File: config.mk
export PLATFORM = sky130hd
export DESIGN_NAME = utf8_byte_stream_decoder
export DESIGN_NICKNAME = d
export VERILOG_FILES = /design/src/rtl/utf8d_pkg.sv /design/src/rtl/utf8d_decode.sv /design/src/rtl/utf8d_outq.sv /design/src/rtl/utf8_byte_stream_decoder.sv
export SDC_FILE = /design/constraint.sdc
export NUM_CORES = 1
export LEC_CHECK = 0
export BUFFER_PORTS_ARGS = -buffer_cell sky130_fd_sc_hd__buf_2
export CORE_UTILIZATION = 54
export CTS_CLUSTER_DIAMETER = 120
export DETAILED_ROUTE_END_ITERATION = 8
export PLACE_DENSITY_LB_ADDON = 0.08
export SLEW_MARGIN = 40
export SYNTH_ARGS = -nofsm -noshare
export SYNTH_HDL_FRONTEND = slang
export SYNTH_HIERARCHICAL = 1
export SYNTH_SLANG_ARGS = --single-unit
export TNS_END_PERCENT = 1
File: constraint.sdc
create_clock -name clk_i -period 5 [get_ports clk_i]
set_input_delay 0.25 -clock clk_i [delete_from_list [all_inputs] [get_ports clk_i]]
set_output_delay 0.25 -clock clk_i [all_outputs]
set_load 0.1 [all_outputs]
File: src/rtl/utf8d_pkg.sv
// utf8d_pkg: types and constants shared by the UTF-8 byte stream decoder.
// No dependencies.

package utf8d_pkg;

  localparam int unsigned ByteW  = 8;
  localparam int unsigned CpW    = 21;
  localparam int unsigned RemW   = 2;
  localparam int unsigned QDepth = 2;
  localparam int unsigned QCntW  = 2;

  localparam logic [CpW-1:0] ReplChar = CpW'(32'hFFFD);

  typedef struct packed {
    logic [CpW-1:0] code_point;
    logic           is_repl;
    logic           last_of_run;
  } result_t;

  typedef struct packed {
    logic [QCntW-1:0]       num;
    result_t [QDepth-1:0]   res;
    logic [CpW-1:0]         acc_next;
    logic [RemW-1:0]        rem_next;
  } dec_t;

  function automatic result_t make_result(logic [CpW-1:0] cp, logic repl);
    result_t r;
    r.code_point  = cp;
    r.is_repl     = repl;
    r.last_of_run = 1'b0;
    return r;
  endfunction

endpackage

File: src/rtl/utf8d_decode.sv
// utf8d_decode: classifies one byte against the pending sequence state and
// forms up to two results plus the next state. Depends on utf8d_pkg.

module utf8d_decode (
  input  logic [utf8d_pkg::ByteW-1:0] byte_i,
  input  logic                        last_i,
  input  logic [utf8d_pkg::CpW-1:0]   acc_i,
  input  logic [utf8d_pkg::RemW-1:0]  rem_i,
  output utf8d_pkg::dec_t             dec_o
);
  import utf8d_pkg::*;

  logic [CpW-1:0]  acc_n;
  logic [RemW-1:0] rem_n;
  logic [QCntW-1:0] num;
  result_t r0, r1;

  always_comb begin
    acc_n = acc_i;
    rem_n = rem_i;
    num   = '0;
    r0    = make_result(ReplChar, 1'b1);
    r1    = make_result(ReplChar, 1'b1);

    if (byte_i[7] == 1'b0) begin
      if (rem_i != '0) begin
        r1    = make_result(CpW'(byte_i), 1'b0);
        num   = QCntW'(2);
        rem_n = '0;
      end else begin
        r0  = make_result(CpW'(byte_i), 1'b0);
        num = QCntW'(1);
      end
    end else if (byte_i[7:6] == 2'b10) begin
      if (rem_i != '0) begin
        acc_n = {acc_i[CpW-7:0], byte_i[5:0]};
        rem_n = rem_i - RemW'(1);
        if (rem_i == RemW'(1)) begin
          r0  = make_result(acc_n, 1'b0);
          num = QCntW'(1);
        end
      end else begin
        num = QCntW'(1);
      end
    end else if (byte_i[7:5] == 3'b110) begin
      rem_n = RemW'(1);
      acc_n = CpW'(byte_i[4:0]);
    end else if (byte_i[7:4] == 4'b1110) begin
      rem_n = RemW'(2);
      acc_n = CpW'(byte_i[3:0]);
    end else if (byte_i[7:3] == 5'b11110) begin
      rem_n = RemW'(3);
      acc_n = CpW'(byte_i[2:0]);
    end else begin
      num   = QCntW'(1);
      rem_n = '0;
    end

    // unfinished sequence at end of stream
    if (last_i && rem_n != '0) begin
      if (num == '0) r0 = make_result(ReplChar, 1'b1);
      else           r1 = make_result(ReplChar, 1'b1);
      num   = num + QCntW'(1);
      rem_n = '0;
      acc_n = '0;
    end

    if (num == QCntW'(1)) r0.last_of_run = 1'b1;
    if (num == QCntW'(2)) r1.last_of_run = 1'b1;
  end

  assign dec_o.num      = num;
  assign dec_o.res      = {r1, r0};
  assign dec_o.acc_next = acc_n;
  assign dec_o.rem_next = rem_n;

endmodule

File: src/rtl/utf8d_outq.sv
// utf8d_outq: two-entry result queue; takes up to two results per transfer
// in and presents one per cycle while pop_i is high. Depends on utf8d_pkg.

module utf8d_outq (
  input  logic                                 clk_i,
  input  logic                                 rst_ni,
  input  logic                                 push_req_i,
  input  logic [utf8d_pkg::QCntW-1:0]          push_n_i,
  input  utf8d_pkg::result_t [utf8d_pkg::QDepth-1:0] push_data_i,
  output logic                                 push_ok_o,
  input  logic                                 pop_i,
  output logic                                 valid_o,
  output utf8d_pkg::result_t                   head_o
);
  import utf8d_pkg::*;

  result_t [QDepth-1:0] ent_q, ent_d, shifted;
  logic [QCntW-1:0]     cnt_q, cnt_d, rem_cnt, idx;
  logic                 do_push;

  assign rem_cnt   = cnt_q - QCntW'(pop_i);
  assign push_ok_o = ({1'b0, push_n_i} + {1'b0, rem_cnt}) <= (QCntW+1)'(QDepth);
  assign do_push   = push_req_i && push_ok_o;

  always_comb begin
    shifted[0] = pop_i ? ent_q[1] : ent_q[0];
    shifted[1] = ent_q[1];
    ent_d      = shifted;
    idx        = '0;
    for (int i = 0; i < QDepth; i++) begin
      idx = QCntW'(i) - rem_cnt;
      if (QCntW'(i) >= rem_cnt && do_push && idx < push_n_i) begin
        ent_d[i] = push_data_i[idx[0]];
      end
    end
    cnt_d = rem_cnt + (do_push ? push_n_i : '0);
  end

  always_ff @(posedge clk_i or negedge rst_ni) begin
    if (!rst_ni) begin
      cnt_q <= '0;
    end else begin
      cnt_q <= cnt_d;
    end
  end

  always_ff @(posedge clk_i) begin
    ent_q <= ent_d;
  end

  assign valid_o = cnt_q != '0;
  assign head_o  = ent_q[0];

  a_cnt_bound: assert property (@(posedge clk_i) disable iff (!rst_ni)
    cnt_q <= QCntW'(QDepth)) else $error("result queue overfilled");
  a_pop_nonempty: assert property (@(posedge clk_i) disable iff (!rst_ni)
    pop_i |-> cnt_q != '0) else $error("pop from empty result queue");
  a_push_fill: assert property (@(posedge clk_i) disable iff (!rst_ni)
    (do_push && !pop_i && push_n_i != '0) |=> cnt_q != '0)
    else $error("pushed results lost");

endmodule

File: src/rtl/utf8_byte_stream_decoder.sv
// utf8_byte_stream_decoder: lax UTF-8 decoder, one byte in, up to two code points out.
// A byte waits in the s1 register; its results are registered in the result queue.
// Throughput: one byte per cycle while the queue has room; the two-entry queue drains
// one result a cycle while out_ready_i is high; two-result bytes can stall the input.
// Reset clears the sequence count, accumulator and queue at once; no clearing pass.
// Depends on utf8d_pkg, utf8d_decode, utf8d_outq.

module utf8_byte_stream_decoder (
  input  logic                         clk_i,
  input  logic                         rst_ni,
  input  logic                         in_valid_i,
  output logic                         in_ready_o,
  input  logic [utf8d_pkg::ByteW-1:0]  data_byte_i,
  input  logic                         is_last_i,
  output logic                         out_valid_o,
  input  logic                         out_ready_i,
  output logic [utf8d_pkg::CpW-1:0]    code_point_o,
  output logic                         is_replacement_o,
  output logic                         last_of_run_o
);
  import utf8d_pkg::*;

  logic             s1_valid_q, s1_valid_d;
  logic [ByteW-1:0] s1_byte_q;
  logic             s1_last_q;
  logic [CpW-1:0]   acc_q, acc_d;
  logic [RemW-1:0]  rem_q, rem_d;
  logic             s1_adv, push_ok, pop, in_xfer;
  dec_t             dec;
  result_t          head;

  utf8d_decode u_decode (
    .byte_i (s1_byte_q),
    .last_i (s1_last_q),
    .acc_i  (acc_q),
    .rem_i  (rem_q),
    .dec_o  (dec)
  );

  utf8d_outq u_outq (
    .clk_i       (clk_i),
    .rst_ni      (rst_ni),
    .push_req_i  (s1_valid_q),
    .push_n_i    (dec.num),
    .push_data_i (dec.res),
    .push_ok_o   (push_ok),
    .pop_i       (pop),
    .valid_o     (out_valid_o),
    .head_o      (head)
  );

  assign pop        = out_valid_o && out_ready_i;
  assign s1_adv     = s1_valid_q && push_ok;
  assign in_ready_o = !s1_valid_q || s1_adv;
  assign in_xfer    = in_valid_i && in_ready_o;

  assign s1_valid_d = in_xfer || (s1_valid_q && !s1_adv);
  assign acc_d      = s1_adv ? dec.acc_next : acc_q;
  assign rem_d      = s1_adv ? dec.rem_next : rem_q;

  always_ff @(posedge clk_i or negedge rst_ni) begin
    if (!rst_ni) begin
      s1_valid_q <= 1'b0;
      acc_q      <= '0;
      rem_q      <= '0;
    end else begin
      s1_valid_q <= s1_valid_d;
      acc_q      <= acc_d;
      rem_q      <= rem_d;
    end
  end

  always_ff @(posedge clk_i) begin
    if (in_xfer) begin
      s1_byte_q <= data_byte_i;
      s1_last_q <= is_last_i;
    end
  end

  assign code_point_o     = head.code_point;
  assign is_replacement_o = head.is_repl;
  assign last_of_run_o    = head.last_of_run;

  a_last_clears: assert property (@(posedge clk_i) disable iff (!rst_ni)
    (s1_adv && s1_last_q) |=> rem_q == '0) else $error("sequence pending after last byte");
  a_pair_repl: assert property (@(posedge clk_i) disable iff (!rst_ni)
    (s1_adv && dec.num == QCntW'(2)) |-> (dec.res[0].is_repl && dec.res[1].last_of_run))
    else $error("two-result transfer without leading replacement");
  a_hold_state: assert property (@(posedge clk_i) disable iff (!rst_ni)
    !s1_adv |=> (rem_q == $past(rem_q) && acc_q == $past(acc_q)))
    else $error("decoder state moved without a transfer");

endmodule
; Word level (Yosys, flattened, before mapping)
; Cells that the tools add are included.
[op_classes]
add_sub_neg = 7
mul = 0
bitwise = 0
order_cmp = 7
shifts = 0
reduce_logical = 21
eq_ne = 8
n_mux = 44
n_div = 0
[ops]
columns = operator, n
row1 = $mux 23, 15
row2 = $mux 15, 7
row3 = $mux 18, 2
row4 = $mux 2, 15
row5 = $reduce_bool 2->1, 5
row6 = $logic_and 1x1->1, 9
row7 = $eq 5x5->1 const B, 1
row8 = $mux 1, 5
row9 = $reduce_bool 5->1, 1
row10 = $eq 2x1->1 const B, 2
row11 = $eq 2x2->1 const B, 2
row12 = $eq 4x4->1 const B, 1
row13 = $ge 1x2->1 const A, 2
row14 = $lt 1x2->1 const B, 2
row15 = $lt 2x2->1, 2
row16 = $reduce_and 4->1, 1
row17 = $sub 1x2->2 const A, 2
row18 = $add 2x2->3, 1
row19 = $eq 3x3->1 const B, 1
row20 = $le 3x2->1 const B, 1
row21 = $ne 3x2->1 const B, 1
row22 = $add 2x1->2 const B, 1
row23 = $add 2x2->2, 1
row24 = $logic_not 1->1, 2
row25 = other kinds (4), 5
[totals]
reg_bits = 75
word_cells = 99
mem_bits_ro = 0
in_bits = 13
ramBits = 0
latch_bits = 0
output_inout_bits = 25
n_memories = 0

; Depth between registers and ports, before layout
; Gate-level depths: netlist of the first run.
[logic_depth]
depth_word = 15
mapped_depth = 15
depth_no_buf = 13

; Cells and area by module
; The synthesis of the first run kept the hierarchy.
[modules_own_cells]
columns = mod, cells_per_inst, area_each_um2, instances
row1 = utf8d_outq, 180, 2721.4, 1
row2 = utf8_byte_stream_decoder, 63, 1260.0, 1
row3 = utf8d_decode, 161, 1053.5, 1

; Worst setup path before layout of the first run
; OpenSTA, ideal clock, no wires.
[synth_path]
path_kind = register -> register
from = register u_outq.cnt_q[0]
to = register s1_byte_q[0] (enable)
setup_slack_ps = 607
arrival_time_ps = 4055
n_path_buf = 2
stages_incl_launch_ff = 14
setup_time_ps = 338
period_less_slack_ps = 4393
required_time_ps = 4662
path_cell_list = dfrtp_1 -> or2_2 -> and2_1 -> ha_1 -> buf_2 -> buf_2 -> inv_1 -> ha_1 -> inv_1 -> fa_1 -> nand2b_1 -> and2_1 -> or2b_1 -> and2_1
[synth_via]
elab_chain_cells = 8
[synth_lines]
columns = item, line_no
row1 = start: declaration, utf8d_outq.sv:18  ; logic [QCntW-1:0] cnt_q, cnt_d, rem_cnt, idx;
row2 = start signal: assignment, utf8d_outq.sv:43  ; cnt_q <= cnt_d;
row3 = $reduce_bool 2->1, utf8d_outq.sv:51  ; assign valid_o = cnt_q != '0;
row4 = named net out_valid_o, utf8_byte_stream_decoder.sv:15  ; output logic out_valid_o,
row5 = $logic_and 1x1->1, utf8_byte_stream_decoder.sv:52  ; assign pop = out_valid_o && out_ready_i;
row6 = named net pop, utf8_byte_stream_decoder.sv:28  ; logic s1_adv, push_ok, pop, in_xfer;
row7 = $sub 2x1->2, utf8d_outq.sv:21  ; assign rem_cnt = cnt_q - QCntW'(pop_i);
row8 = $add 2x2->3, utf8d_outq.sv:22  ; assign push_ok_o = ({1'b0, push_n_i} + {1'b0, rem_cnt}) <= (QCntW+1)'(QDepth);
row9 = $le 3x2->1, utf8d_outq.sv:22
row10 = named net push_ok, utf8_byte_stream_decoder.sv:28
row11 = $logic_and 1x1->1, utf8_byte_stream_decoder.sv:53  ; assign s1_adv = s1_valid_q && push_ok;
row12 = $logic_or 1x1->1, utf8_byte_stream_decoder.sv:54  ; assign in_ready_o = !s1_valid_q || s1_adv;
row13 = named net in_ready_o, utf8_byte_stream_decoder.sv:12  ; output logic in_ready_o,
row14 = $logic_and 1x1->1, utf8_byte_stream_decoder.sv:55  ; assign in_xfer = in_valid_i && in_ready_o;
row15 = named net in_xfer, utf8_byte_stream_decoder.sv:28
row16 = end signal: assignment, utf8_byte_stream_decoder.sv:75  ; s1_byte_q <= data_byte_i;
row17 = end: declaration, utf8_byte_stream_decoder.sv:24  ; logic [ByteW-1:0] s1_byte_q;
; The timed path passes the listed nets, and every way through them passes these cells.
; A chain may end at the register's enable or synchronous reset.

==> summary.md, run 1 <==
| Metric | Value |
|---|---|
| CTS tree | built |
| Arrival time of data at the critical path endpoint | 3.79 ns |
| Routed length on met1 | 4120 um |
| Number of nets in the layout | 403 |
| Element type at the critical path end | output pin |
| Setup repair after global routing missed its margin | false |
| Number of setup violations in the final report | 0 |
| Metal2 WL | 3590 um |
| Register-to-Register Setup Slack | about 1.1 ns |
| Slowest stage delay, CP | 0.85 ns |
| Max-slew violation count | 0 |
| R2R cell count | 10 |
| Worst hold-check path type | in -> reg |
| Start of the worst register-to-register path | s1_byte_q[7]$_DFFE_PP_ |
| Number of instances on the worst hold path | 1 |
| Portion of the clock cycle consumed by the worst path in the final layout | 80.9% |
| Ant. Diodes | 0 |
| Result of the run | complete, no violations |
| Worst min-delay path startpoint | data_byte_i[3] |
| Transition time at the pin with the least slew margin | 0.764 ns |
| Standard cell with the maximum stage delay on the critical path | sky130_fd_sc_hd__edfxtp_1 |
| Vias | 2623 |
| Cell count after synthesis | 379 |
| Starting Density | 56.4% |
| Placed cell area | 4600 um2 |
| Placer's final routability congestion estimate | 0.839 |
| Number of buffers inserted by hold repair at cts | 1 |
| Sum of negative setup slack | 0 ns |
| First-pass GRT wire length | 13200 um |
| Finished Core Util | ~58% |
| Number of failing hold endpoints at the final stage | 0 |
| Relative slew margins | 49.1% |
| Routed length per placed instance | 16.5 um |
| Worst r2r dst | rem_q[1]$_DFFE_PN0P_ |
| Maximum clock frequency | 0.247 GHz |
| Cell Area, Synth | 4680 um2 |
| Clock latency reported for the late side of the worst-skew pair | 0.35 ns |
| Core Area | ~8300 um2 |
| Length of the first detailed-routing pass in iterations | 4 |
| Data required time of the worst path | around 4.8 ns |
| GRT Resource Usage Total | slightly below 20% |
| Total congestion overflow after global routing | 0 |
| Clk Tree Root Cell | sky130_fd_sc_hd__clkbuf_8 |
| Max-capacitance violation count | 0 |
| Critical Path, Cell by Cell | nor2_2 -> a311o_1 -> ha_1 -> a21o_1 -> inv_1 -> fa_1 -> nand2b_1 -> and2_1 -> or2b_1 -> buf_2 |
| Via density per instance | 5.38 |
| Post-route minimum period | 4.04 ns |
| Initial DRC Count | 106 |
| Maximum fanout along the worst path | 25 |
| CP Launch Type | flop |
| Clock H-tree levels | 3 |
| Post-detailed-placement half-perimeter wirelength | ~5300 um |
| Final cell area excluding filler cells | 4800 um2 |
| Layout cell share with drive strength beyond 1 | 43.3% |
| Worst-case hold slack | between 0.07 and 0.08 ns |
| Detailed-routed wire length on met3 | approximately 230 um |
| Die area | 9040 um2 |
| Chip width | 95.1 um |
| Vertical die dimension | 95.1 um |
| Number of top-level pins | 38 |
| Maximum number of pins on one net before global-route repair | 49 |
| Area growth from synthesis to final layout | 2.59% |
| Cell row count | 33 |
| Warnings, synthesis | 6 |
| Filler cell count in the final layout | roughly 700 |
| Average cell area after synthesis | around 12 um2 |
| Total CTS buffers | 9 |
| Drt drc | 0 |
| Number of antenna violations at the first check in global routing | 0 |
| Post-Route Skew | 0.0138 ns |
| # port buffers | 37 |
| Post-CTS setup buffer count | 0 |
| Total routed wirelength | approximately 8000 um |
| Category of the most critical setup path | reg -> out |
| Commonest non-fill, non-tap cell in the layout | sky130_fd_sc_hd__mux2_2 |
| Clock edge transition at the registers on the reported setup and hold paths | 0.07 ns |
| Via count of the first global-routing pass | between 2000 and 3000 |
| CTS Buffer Depth | 2 |
| Top routing layer in use | met4 |
| Number of instances resized during post-cts repair | 0 |
| Post-route ant nets | 0 |
| Number of sinks handled by clock tree synthesis | 75 |
| Most used cells in the layout excluding fill and tap cells | sky130_fd_sc_hd__mux2_2, sky130_fd_sc_hd__edfxtp_1, sky130_fd_sc_hd__buf_2 |
| Hold Path Sink | s1_byte_q[3]$_DFFE_PP_ |
worst max-delay path: cells and delay by family, from the launching register on:
family | cells | cell delay, ns
buf+inv | 2 | 0.53
fa+ha+maj | 2 | 0.84
flops | 1 | 0.85
compound gates | 2 | 0.50
simple gates | 4 | 0.74
registers in the layout, summed over array words and instances, names as in the netlist:
signal         count
u_outq/ent_q      23
s1_byte_q          8
s1_last_q          1
s1_valid_q         1
acc_q             15
u_outq/cnt_q       2
rem_q              2
u_outq/head_o     23
final cells by class:
type	count	area [um2]	area share, %
well taps	105	131	2.74
clock inverters	7	66.3	1.38
clock buffers	9	124	2.58
multi-input cells	235	2040	42.5
flip-flops and latches	75	2150	44.8
inverters	14	52.6	1.09
repair buffers	43	233	4.85
routing by layer:
metal,up-vias,GRT usage [%]
li1,1299,-
met1,1272,27.9
met2,41,29.2
met3,11,4.39
met4,0,7.32
met5,-,0
how the worst max path moves through the flow:
stage               slack, ns                           to  cells after the start                 startpoint
floorplan                0.61       s1_byte_q[0]$_DFFE_PP_                     13  u_outq/cnt_q[0]$_DFF_PN0_
global placement         1.20  u_outq/head_o[22]$_DFFE_PP_                     11     s1_byte_q[7]$_DFFE_PP_
detailed placement       1.14  u_outq/head_o[22]$_DFFE_PP_                     10     s1_byte_q[7]$_DFFE_PP_
CTS                      0.94                   in_ready_o                     10     s1_byte_q[7]$_DFFE_PP_
global route             0.70                   in_ready_o                     10     s1_byte_q[7]$_DFFE_PP_
finish                   0.96                   in_ready_o                     10     s1_byte_q[7]$_DFFE_PP_
through the flow:
step	worst slack, ns	instances
after floorplan	0.607	383
after detailed placement	1.14	471
after global routing	0.703	488
after global placement	1.20	471
after CTS	0.944	488
final	0.957	488
Power of run 1 is left out: the tool's default activity adds up to more than one toggle a clock period on the data nets, which glitch-free logic cannot reach.
==> run 2, diff against run 1 <==
==> constraint.sdc (replaced) <==
create_clock -name clk_i -period 3.3 [get_ports clk_i]
set_input_delay 0.165 -clock clk_i [delete_from_list [all_inputs] [get_ports clk_i]]
set_output_delay 0.165 -clock clk_i [all_outputs]
set_load 0.1 [all_outputs]
==> summary.md, run 2 (synthesized netlist as in run 1, its figures left out) <==
| Metric | Value |
|---|---|
| Final cell area excluding filler cells | 5200 um2 (+8.2%) |
| GRT Resource Usage Total | 20.5% (+0.81 points) |
| Routed length per placed instance | 16.8 um (+2.0%) |
| Length of the first detailed-routing pass in iterations | 4 (unchanged) |
| Area growth from synthesis to final layout | 11.0% |
| Via density per instance | 5.38 (about the same) |
| Maximum number of pins on one net before global-route repair | 49 (unchanged) |
| Post-Route Skew | 0.00976 ns (-0.00405 ns) |
| Clock edge transition at the registers on the reported setup and hold paths | 0.08 ns (about the same) |
| Number of antenna violations at the first check in global routing | 0 (unchanged) |
| Filler cell count in the final layout | 656 (-5.7%) |
| Transition time at the pin with the least slew margin | 0.771 ns (+0.00686 ns) |
| Standard cell with the maximum stage delay on the critical path | sky130_fd_sc_hd__fa_1 |
| CTS Buffer Depth | 2 (unchanged) |
| Worst hold-check path type | in -> reg |
| Commonest non-fill, non-tap cell in the layout | sky130_fd_sc_hd__mux2_2 |
| Worst Setup Slack, final | 0.00676 ns (-0.950 ns) |
| Number of top-level pins | 38 (unchanged) |
| CTS tree | built |
| Category of the most critical setup path | reg -> reg |
| Clk Tree Root Cell | sky130_fd_sc_hd__clkbuf_8 |
| First-pass GRT wire length | 13800 um (+4.7%) |
| Number of sinks handled by clock tree synthesis | 75 (unchanged) |
| Starting Density | 56.4% (unchanged) |
| Data required time of the worst path | 3.40 ns (-1.35 ns) |
| Total routed wirelength | 8770 um (+8.9%) |
| # port buffers | 37 (unchanged) |
| Slowest stage delay, CP | 0.53 ns (-0.32 ns) |
| Vias | 2802 (+6.8%) |
| Critical Path, Cell by Cell | buf_6 -> a311o_1 -> ha_1 -> a21o_1 -> inv_2 -> fa_1 -> nand2b_4 -> nor4b_4 -> buf_6 -> clkbuf_16 -> mux2_2 |
| Total CTS buffers | 9 (unchanged) |
| Placer's final routability congestion estimate | 0.857 (+2.2%) |
| Area of the multi-input gates | 2090 um2 (+2.4%) |
| Placed cell area | 4800 um2 (+4.4%) |
| Number of setup violations in the final report | 0 (unchanged) |
| Setup repair after global routing missed its margin | true |
| Number of failing hold endpoints at the final stage | 0 (unchanged) |
| Finished Core Util | 62.6% (+4.8 points) |
| Number of nets in the layout | 436 (+8.2%) |
| Vertical die dimension | 95.1 um (unchanged) |
| Element type at the critical path end | flop |
| Drt drc | 0 (unchanged) |
| Max-capacitance violation count | 0 (unchanged) |
| Layout cell share with drive strength beyond 1 | 47.8% (+4.5 points) |
| Post-detailed-placement half-perimeter wirelength | 5570 um (+4.8%) |
| Most used cells in the layout excluding fill and tap cells | sky130_fd_sc_hd__mux2_2, sky130_fd_sc_hd__edfxtp_1, sky130_fd_sc_hd__buf_2 |
| Initial DRC Count | 99 (-6.6%) |
| Result of the run | complete, no violations |
| Worst path buffer plus inverter count | 4 (+2) |
| Via count of the first global-routing pass | 2675 (+7.0%) |
| Portion of the clock cycle consumed by the worst path in the final layout | 99.8% |
| Largest delay contributor family on the critical path | adder cells |
| Maximum fanout along the worst path | 6 (-76%) |
| Max-slew violation count | 0 (unchanged) |
| Crit path top cell by count | sky130_fd_sc_hd__buf_6 |
| Post-route minimum period | 3.29 ns |
| Post-route ant nets | 0 (unchanged) |
| Total congestion overflow after global routing | 0 (unchanged) |
| Sum of negative setup slack | 0 ns (unchanged) |
| Crit. Startpoint | s1_byte_q[7]$_DFFE_PP_ |
| Clock H-tree levels | 3 (unchanged) |
| Sequential cell area | 2150 um2 (about the same) |
| Ant. Diodes | 0 (unchanged) |
| Die area | 9040 um2 (unchanged) |
| Core Area | 8300 um2 (unchanged) |
| Worst slack at placement | -0.0313 ns (-1.17 ns) |
| Worst min-delay path startpoint | in_valid_i |
| Chip width | 95.1 um (unchanged) |
| Maximum clock frequency | around 0.30 GHz |
| CP Launch Type | flop |
| Arrival time of data at the critical path endpoint | 3.39 ns (-0.40 ns) |
| Start of the worst register-to-register path | s1_byte_q[7]$_DFFE_PP_ |
| Cell row count | 33 (unchanged) |
| Relative slew margins | 48.4% (-0.65 points) |
| Clock latency reported for the late side of the worst-skew pair | 0.35 ns (about the same) |
==> run 2: final timing paths <==
kind / slack (ns) / endpoint / depth (start not counted)
max: 0.007 / u_outq/head_o[19]$_DFFE_PP_ / 11
min: 0.02 / s1_valid_q$_DFF_PN0_ / 2
max reg2reg: 0.007 / u_outq/head_o[19]$_DFFE_PP_ / 11
min reg2reg: 0.53 / acc_q[13]$_DFFE_PN0P_ / 1
max in group asynchronous: 2.63 / rem_q[1]$_DFFE_PN0P_ / 2
min in group asynchronous: 0.30 / s1_valid_q$_DFF_PN0_ / 2
==> run 2: repair_timing <==
item / 4_1_cts / 5_1_grt
pin swaps: 0 / 6
gates resized for setup: 2 / 4
setup buffers: 1 / 7
endpoints found under the setup margin: 24 / 47
hold buffers: 10 / 0
endpoints found under the hold margin: 29 / 0
gates cloned: 0 / 3
==> run 2: area by class of cell <==
class | instances | share of cell area (%)
inverters | 14 | 1.11
well taps | 105 | 2.53
repair buffers | 76 | 11.6
multi-input cells | 235 | 40.3
clock inverters | 5 | 0.578
clock buffers | 11 | 2.53
flip-flops and latches | 75 | 41.4
==> run 2: stage by stage <==
step           std cells  hold slack, ns
2_1_floorplan        383          -0.131
3_3_place_gp         484           0.170
3_5_place_dp         484           0.165
4_1_cts              511          0.0127
5_1_grt              521          0.0193
6_report             521          0.0221
==> run 2: worst register-to-register path, stage by stage (launching register included) <==
cell and delay, ns:
sky130_fd_sc_hd__edfxtp_1 0.46, sky130_fd_sc_hd__buf_6 0.16, sky130_fd_sc_hd__a311o_1 0.37, sky130_fd_sc_hd__ha_1 0.30
sky130_fd_sc_hd__a21o_1 0.15, sky130_fd_sc_hd__inv_2 0.06, sky130_fd_sc_hd__fa_1 0.53, sky130_fd_sc_hd__nand2b_4 0.13
sky130_fd_sc_hd__nor4b_4 0.21, sky130_fd_sc_hd__buf_6 0.18, sky130_fd_sc_hd__clkbuf_16 0.17, sky130_fd_sc_hd__mux2_2 0.33
==> run 2: layer usage <==
| layer | track usage [%] | wire (um) | vias up |
|---|---|---|---|
| li1 | - | - | 1370 |
| met1 | 29.3 | 4450 | 1381 |
| met2 | 31.3 | 4000 | 40 |
| met3 | 3.19 | 211 | 11 |
| met4 | 7.58 | 113 | 0 |
| met5 | 0 | 0 | - |
Power of run 2 is left out for the same reason.
